[src/sv/dhfk_pkg.sv]
// ----------------------------------------------------------------------------
// dhfk_pkg
// Shared types and constants for the DH forward kinematics chain.
// ----------------------------------------------------------------------------
package dhfk_pkg;

    localparam int FRAC_BITS_DEF    = 16;
    localparam int CORDIC_STEPS_DEF = 16;
    localparam int ATAN_COUNT       = 24;
    localparam int WORK_BITS        = 30;

    localparam logic signed [33:0] GAIN_Q30     = 34'sd652032874;
    localparam logic signed [33:0] QUARTER_TURN = 34'sd1073741824;

    typedef enum logic [2:0] {
        ST_IDLE,
        ST_COS_T,
        ST_COS_A,
        ST_DH,
        ST_MAC,
        ST_OUT
    } state_t;

    typedef struct packed {
        logic start;
        logic [15:0] angle;
    } cordic_req_t;

    typedef struct packed {
        logic done;
        logic signed [31:0] cos_v;
        logic signed [31:0] sin_v;
    } cordic_rsp_t;

    function automatic logic [33:0] atan_lut(input logic [4:0] i);
        logic [33:0] v;
        case (i)
            5'd0:  v = 34'd536870912;
            5'd1:  v = 34'd316933406;
            5'd2:  v = 34'd167458907;
            5'd3:  v = 34'd85004756;
            5'd4:  v = 34'd42667331;
            5'd5:  v = 34'd21354465;
            5'd6:  v = 34'd10680862;
            5'd7:  v = 34'd5340245;
            5'd8:  v = 34'd2670163;
            5'd9:  v = 34'd1335087;
            5'd10: v = 34'd667544;
            5'd11: v = 34'd333772;
            5'd12: v = 34'd166886;
            5'd13: v = 34'd83443;
            5'd14: v = 34'd41722;
            5'd15: v = 34'd20861;
            5'd16: v = 34'd10430;
            5'd17: v = 34'd5215;
            5'd18: v = 34'd2608;
            5'd19: v = 34'd1304;
            5'd20: v = 34'd652;
            5'd21: v = 34'd326;
            5'd22: v = 34'd163;
            5'd23: v = 34'd81;
            default: v = 34'd0;
        endcase
        return v;
    endfunction

    function automatic logic signed [31:0] sat32(input logic signed [35:0] v);
        logic signed [31:0] r;
        if (v > 36'sd2147483647) begin
            r = 32'sh7FFFFFFF;
        end else if (v < -36'sd2147483648) begin
            r = 32'sh80000000;
        end else begin
            r = v[31:0];
        end
        return r;
    endfunction

endpackage

[src/sv/dhfk_cordic.sv]
// ----------------------------------------------------------------------------
// dhfk_cordic
// Iterative CORDIC rotation: one micro-rotation per cycle, gives cos and sin.
// ----------------------------------------------------------------------------
module dhfk_cordic #(
    parameter int FRAC_BITS    = dhfk_pkg::FRAC_BITS_DEF,
    parameter int CORDIC_STEPS = dhfk_pkg::CORDIC_STEPS_DEF
) (
    input  logic                  aclk,
    input  logic                  aresetn,
    input  dhfk_pkg::cordic_req_t req,
    output dhfk_pkg::cordic_rsp_t rsp
);
    localparam int STEPS = (CORDIC_STEPS < dhfk_pkg::ATAN_COUNT) ?
                           CORDIC_STEPS : dhfk_pkg::ATAN_COUNT;
    localparam int SH = dhfk_pkg::WORK_BITS - FRAC_BITS;

    logic signed [33:0] x_reg, x_next, y_reg, y_next, z_reg, z_next;
    logic               flip_reg, flip_next;
    logic               busy_reg, busy_next;
    logic               done_reg, done_next;
    logic [4:0]         step_reg, step_next;
    logic signed [33:0] zi, xo, yo;
    logic signed [34:0] xr, yr;

    always_comb begin
        x_next    = x_reg;
        y_next    = y_reg;
        z_next    = z_reg;
        flip_next = flip_reg;
        busy_next = busy_reg;
        step_next = step_reg;
        done_next = 1'b0;
        zi        = {{2{req.angle[15]}}, req.angle, 16'd0};
        if (req.start) begin
            // fold into the right half plane and flip the result
            flip_next = (zi > dhfk_pkg::QUARTER_TURN) || (zi < -dhfk_pkg::QUARTER_TURN);
            if (zi > dhfk_pkg::QUARTER_TURN) begin
                z_next = zi - (dhfk_pkg::QUARTER_TURN <<< 1);
            end else if (zi < -dhfk_pkg::QUARTER_TURN) begin
                z_next = zi + (dhfk_pkg::QUARTER_TURN <<< 1);
            end else begin
                z_next = zi;
            end
            x_next    = dhfk_pkg::GAIN_Q30;
            y_next    = '0;
            step_next = '0;
            busy_next = 1'b1;
        end else if (busy_reg) begin
            if (z_reg >= 0) begin
                x_next = x_reg - (y_reg >>> step_reg);
                y_next = y_reg + (x_reg >>> step_reg);
                z_next = z_reg - $signed(dhfk_pkg::atan_lut(step_reg));
            end else begin
                x_next = x_reg + (y_reg >>> step_reg);
                y_next = y_reg - (x_reg >>> step_reg);
                z_next = z_reg + $signed(dhfk_pkg::atan_lut(step_reg));
            end
            step_next = step_reg + 5'd1;
            if (step_reg == 5'(STEPS - 1)) begin
                // last micro-rotation lands this edge; flag it for one cycle
                busy_next = 1'b0;
                done_next = 1'b1;
            end
        end
    end

    always_ff @(posedge aclk) begin
        if (!aresetn) begin
            busy_reg <= 1'b0;
            done_reg <= 1'b0;
            step_reg <= '0;
        end else begin
            busy_reg <= busy_next;
            done_reg <= done_next;
            step_reg <= step_next;
        end
        x_reg    <= x_next;
        y_reg    <= y_next;
        z_reg    <= z_next;
        flip_reg <= flip_next;
    end

    assign xo = flip_reg ? -x_reg : x_reg;
    assign yo = flip_reg ? -y_reg : y_reg;
    assign xr = (35'(xo) + (35'sd1 <<< (SH - 1))) >>> SH;
    assign yr = (35'(yo) + (35'sd1 <<< (SH - 1))) >>> SH;

    assign rsp.done  = done_reg;
    assign rsp.cos_v = xr[31:0];
    assign rsp.sin_v = yr[31:0];
endmodule

[config.mk]
export PLATFORM = sky130hd
export DESIGN_NAME = dhfk_cordic
export DESIGN_NICKNAME = d
export VERILOG_FILES = /design/src/sv/dhfk_pkg.sv /design/src/sv/dhfk_cordic.sv
export SDC_FILE = /design/constraint.sdc
export NUM_CORES = 1
export LEC_CHECK = 0
export BUFFER_PORTS_ARGS = -buffer_cell sky130_fd_sc_hd__clkbuf_2
export CAP_MARGIN = 20
export CORE_ASPECT_RATIO = 0.8
export CORE_MARGIN = 1.5
export CORE_UTILIZATION = 55
export CTS_CLUSTER_DIAMETER = 120
export DETAILED_ROUTE_END_ITERATION = 16
export GPL_ROUTABILITY_DRIVEN = 0
export MAX_ROUTING_LAYER = met4
export PLACE_DENSITY_LB_ADDON = 0.2
export REMOVE_ABC_BUFFERS = 1
export SLEW_MARGIN = 20
export SYNTH_ARGS = -nofsm -noshare
export SYNTH_HDL_FRONTEND = slang
export SYNTH_SLANG_ARGS = --single-unit
[constraint.sdc]
create_clock -name aclk -period 11.23 [get_ports aclk]
set_input_delay 0.5615 -clock aclk [delete_from_list [all_inputs] [get_ports aclk]]
set_output_delay 0.5615 -clock aclk [all_outputs]
set_load 0.03 [all_outputs]
After elaboration in Yosys (flattened, before gate mapping)
Memory sizes are Yosys's and may differ from the RTL's. A register that Yosys moved wholly into a read port is not among the register bits. Cells that the tools add are included.

$add $sub $neg: 13. Multipliers: 0. Divide/modulo/power cells: 0. Order comparisons: 3. Equality and inequality tests: 1. Shift-type cells: 2. Multiplexer cells: 23. Bitwise operators: 2. Reductions and logical operators: 4.

Operators with widths (count): two-way mux 34 bit (15); adder 34 bit (3); subtractor 34 bit (3); adder 34 x 15 -> 35 bit, second input constant (2); negator 34 bit (2); >>> shifter 34 x 5 -> 34 bit (2); adder 32 x 33 -> 34 bit, second input constant (1); >= comparator 34 x 1 -> 1 bit, second input constant (1); subtractor 32 x 33 -> 34 bit, second input constant (1); > comparator 32 bit, second input constant (1); less-than comparator 32 x 31 -> 1 bit, second input constant (1); two-way mux 5 bit (4); adder 5 x 1 -> 5 bit, second input constant (1); equality test 5 x 4 -> 1 bit, second input constant (1); two-way mux 1 bit (4); OR reduction 3 bit (1); inverter 1 bit (2); nonzero test 2 bit (1); OR reduction 2 bit (1); logical OR 1 bit (1).

Bits in registers: 110. Latch bits: 0. Memory bits (writable): 0. ROM bits: 1920. Bits of input ports: 19. Output and inout bits: 65. Word-level logic and storage cells: 57. Memories kept: 2.

Memories: (no name shown) (depth 32, width 30, read ports 1, clocked after memory_dff 1, wr ports 0, line dhfk_pkg.sv:37) `case (i)`; (no name shown) (depth 32, width 30, read ports 1, clocked after memory_dff 1, wr ports 0, line dhfk_pkg.sv:37).

Depth between registers and ports, before layout
Depth after elaboration: 8. Gate-level depth with buffers: 30. Depth with buffers taken out: 24.

Least setup slack after synthesis
OpenSTA, ideal clock, no wires.

Path kind: register to register. Start: register step_reg[1]. End: register x_reg[32]. Library setup time: 117 ps. Arrival: 6314 ps. Data required time: 11113 ps. Slack: 4799 ps. Cell stages (with the launch flop): 26. Buffers on the path: 5. Period minus slack after synthesis: 6431 ps. Path through: dfxtp_1 buf_6 buf_6 buf_6 buf_2 buf_1 mux4_2 a32o_1 nor3_1 ha_1 inv_1 nand4bb_1 or4_4 or4b_4 o31ai_1 xnor2_1 o21ai_0 ha_1 a211o_1 a211oi_1 a21oi_1 a221o_1 or3_1 a31oi_1 xnor2_1 a22o_1.

Cells in the longest elaborated chain, start to end: 3. Elaborated cells on any way between the ends: 4. Classes of those cells: add/sub (2); shift (1); mux (1).

RTL lines: start, declared (line dhfk_cordic.sv:22) `logic [4:0] step_reg, step_next;`; start signal, assigned (line dhfk_cordic.sv:76) `step_reg <= step_next;`; >>> shifter 34 x 5 -> 34 bit (*) (line dhfk_cordic.sv:51, dhfk_cordic.sv:55); adder 34 bit or subtractor 34 bit (tied branches) (line dhfk_cordic.sv:55, dhfk_cordic.sv:51); two-way mux 34 bit (*) (line dhfk_cordic.sv:50) `if (z_reg >= 0) begin`; end signal, assigned (line dhfk_cordic.sv:78) `x_reg <= x_next;`; end, declared (line dhfk_cordic.sv:18) `logic signed [33:0] x_reg, x_next, y_reg, y_next, z_reg, z_next;`.

Mark *: on every way between the ends. The rest lies on a longest branch, timed or not. A chain may end at the register's enable or synchronous reset.

Final worst setup path
Start: register step_reg[1]. End: register y_reg[33].

Cells in the longest elaborated chain, start to end: 3. Elaborated cells on any way between the ends: 4. Classes of those cells: add/sub (2); shift (1); mux (1).

RTL lines: >>> shifter 34 x 5 -> 34 bit (*) (line dhfk_cordic.sv:52, dhfk_cordic.sv:56); subtractor 34 bit or adder 34 bit (tied branches) (line dhfk_cordic.sv:56, dhfk_cordic.sv:52); two-way mux 34 bit (*) (line dhfk_cordic.sv:50); end signal, assigned (line dhfk_cordic.sv:79) `y_reg <= y_next;`; end, declared (line dhfk_cordic.sv:18).

Marked as above.

==> metrics <==
run status=finished clean; Ys Warns=0; largest net degree at the start of global routing=87; xor and xnor area share after synthesis=0.107; Setup crit end kind=flop; synth cell count leaders=nand2_1 (234), nor2_1 (205), a21oi_1 (174), o21ai_0 (165), xnor2_1 (140); top-area cell type share of the netlist area=0.110; Async SR Flop Fraction=0; CP arrival=8.10 ns; Yosys cell types=100; CORE AREA=approximately 0.034 mm^2; hpwl dp=44300 um; Compound-Gate Fraction of Synth Area=0.238; Bufs on Longest Clock Path=2; total global-route track usage=0.342; Max stage delay on crit path=between 0.8 and 0.9 ns; P&R area growth vs syn=4.26%; clk sinks=between 100 and 150; crit path max fanout=61; count leader, synth=nand2_1; hold slack final=~0.34 ns; global route overflow=0; final design area excluding fillers=roughly 0.02 mm^2; startpoint types=flop; CP required=between 10 and 15 ns; delay-heaviest family, CP=simple AND/OR/NAND/NOR gates; first-pass GRT wire length=roughly 95000 um; setup bufs post-CTS=0; main area contributors after synthesis=dfxtp_1 (11%), mux4_2 (9.9%), ha_1 (7.4%); fillers=3062; setup_tns=0 ns; Fin. Hold Viols=0; synthesis-stage register bit count=140; Worst Hold Class=primary input to flop; WS Path Type=flop to flop; initial antenna violation count=0; Final Max Slew Viols=0; worst-path cell chain=buf_4 -> mux4_2 -> mux2_2 -> a2111oi_2 -> nand2_1 -> or4_1 -> or3_1 -> or2_1 -> o31ai_1 -> xnor2_1 -> ha_1 -> and3_1 -> nand3_1 -> or4_1 -> o22ai_1 -> o41ai_1 -> nand3_1 -> nand2_1 -> o21ai_0 -> xnor2_2 -> a21oi_1 -> a31o_1; DRC Markers=0; Worst-Skew Late Latency=around 0.45 ns; final critical-path required period=approximately 7.7 ns; # hold bufs at CTS=0; post-synthesis mux area share=0.164; Post-Syn Area=0.0192 mm^2; cts bufs inserted=17; diodes inserted=0; wire per inst=21.5 um; Initial DRC Count=around 2700; post-synthesis adder-cell area fraction=0.0776; detailed-route via count=19100; simple-gate portion of the synthesized area=0.185; top_reg_cell synth=dfxtp_1; H-tree Lvls=4; Final ANT Viol Nets=0; Syn Area/Cell=7.98 um^2; # IOs=84; Pleak=7.93 nW; EDFF count, synth=35; DR pass1 iterations=7; Via-to-Cell Ratio=6.79; max-cap viol count=0; Syn Inst Count=between 2000 and 2500; RSZ-0062 raised after global routing=false; peak supply drop=between 0.2 and 0.25 mV; post_cts resized=0; num rows=60; Detailed Route WL=a little over 60000 um; Synth area leader=dfxtp_1; Die Ht=approximately 170 um; power per cell area=between 300 and 400 mW/mm^2; vias in the first global route=17300; Worst R2R Setup Slack=3.48 ns; relative slew slack=0.284; Clock transition at path regs=about 0.080 ns; fin crit share=0.690; Starting Density=0.565; worst path bufs/invs=1; CP max-delay cell=dfxtp_4; root buffer selected by CTS=clkbuf_16; setup violators final=0; Worst Tran Pin Value=1.07 ns; ratio of cells with drive above 1 in the final layout=0.128; Total Power=slightly below 7 mW; PortBufs=between 80 and 90; Die ar.=0.0360 mm^2; Post-Route Skew=0.0182 ns; sequential-to-total area share from yosys stat=0.165; Die W=between 200 and 250 um; CTS tree=built; Max Fclk=between 100 and 150 MHz; area of placed instances=~0.019 mm^2; # nets final=approximately 2500; largest family of logic cells by synthesized area=compound AO/OA/AOI/OAI gates
-- power breakdown --
part / internal (mW) / total (mW) / switching [mW]
Sequential: 0.700 / 1.09 / 0.392
Clock: 0.316 / 0.590 / 0.274
Combinational: 2.11 / 5.08 / 2.97
Total: 3.13 / 6.76 / 3.63
-- worst reg2reg max path: stages, from the launching register on --
cell,delay [ns]
dfxtp_4,0.81
buf_4,0.79
mux4_2,0.65
mux2_2,0.32
a2111oi_2,0.65
nand2_1,0.18
or4_1,0.60
or3_1,0.41
or2_1,0.23
o31ai_1,0.24
xnor2_1,0.11
ha_1,0.39
and3_1,0.23
nand3_1,0.10
or4_1,0.41
o22ai_1,0.33
o41ai_1,0.20
nand3_1,0.12
nand2_1,0.08
o21ai_0,0.34
xnor2_2,0.18
a21oi_1,0.09
a31o_1,0.22
-- stage by stage --
step / worst slack (ns) / util / std cells
detailed placement: 3.56 / 0.572 / 2779
finish: 3.48 / 0.589 / 2811
global route: 3.05 / 0.589 / 2811
CTS: 3.57 / 0.589 / 2811
global placement: 3.82 / 0.572 / 2779
floorplan: 0.500 / - / 2207
-- area by class of cell --
| cell class | instances | area, um^2 | area share |
|---|---|---|---|
| repair buffers | 107 | 598 | 0.0299 |
| clock buffers | 18 | 429 | 0.0215 |
| clock inverters | 14 | 153 | 0.00764 |
| well taps | 465 | 582 | 0.0291 |
| multi-input cells | 1999 | 14800 | 0.741 |
| flip-flops and latches | 140 | 3170 | 0.158 |
| inverters | 68 | 255 | 0.0128 |
-- cell usage in the layout, fill, tap and decap left out, types with 26 or more instances in the layout --
| cell | netlist | final |
|---|---|---|
| clkbuf_2 | 0 | 82 |
| o31ai_1 | 28 | 28 |
| nor2_1 | 205 | 205 |
| nor2b_1 | 26 | 26 |
| a21oi_1 | 174 | 174 |
| ha_1 | 114 | 114 |
| mux2_2 | 29 | 29 |
| dfxtp_1 | 105 | 99 |
| mux4_2 | 84 | 84 |
| edfxtp_1 | 35 | 35 |
| o21ai_0 | 165 | 164 |
| nand3_1 | 46 | 46 |
| xnor2_1 | 140 | 140 |
| a21o_1 | 48 | 48 |
| mux2i_1 | 88 | 88 |
| inv_1 | 64 | 64 |
| a31oi_1 | 26 | 26 |
| xor2_1 | 93 | 93 |
| nor3_1 | 47 | 47 |
| nand2_1 | 234 | 234 |
| o21a_1 | 26 | 26 |
| o22ai_1 | 36 | 36 |
| nand2b_1 | 33 | 33 |
-- worst paths after layout --
path | cells past startpoint | start | to
max | 22 | step_reg[1]$_SDFFE_PP0P_ | y_reg[33]$_SDFFE_PP0P_
min | 2 | aresetn | busy_reg$_SDFF_PN0_
max reg2reg | 22 | step_reg[1]$_SDFFE_PP0P_ | y_reg[33]$_SDFFE_PP0P_
min reg2reg | 2 | x_reg[0]$_SDFFE_PP0P_ | x_reg[0]$_SDFFE_PP0P_
-- per-layer routing --
layer,GRT usage,vias up,share of wire
li1,-,8728,-
met1,0.480,9004,0.44
met2,0.479,1176,0.40
met3,0.0923,182,0.13
met4,0.0969,0,0.032
met5,-,-,0
-- cells by family after synthesis --
logic type	Yosys count
simple gates	744
compound gates	700
buf+inv	262
xor+xnor	234
mux	204
flops	140
fa+ha+maj	117
Note: power is estimated with default switching activity, not from simulation.
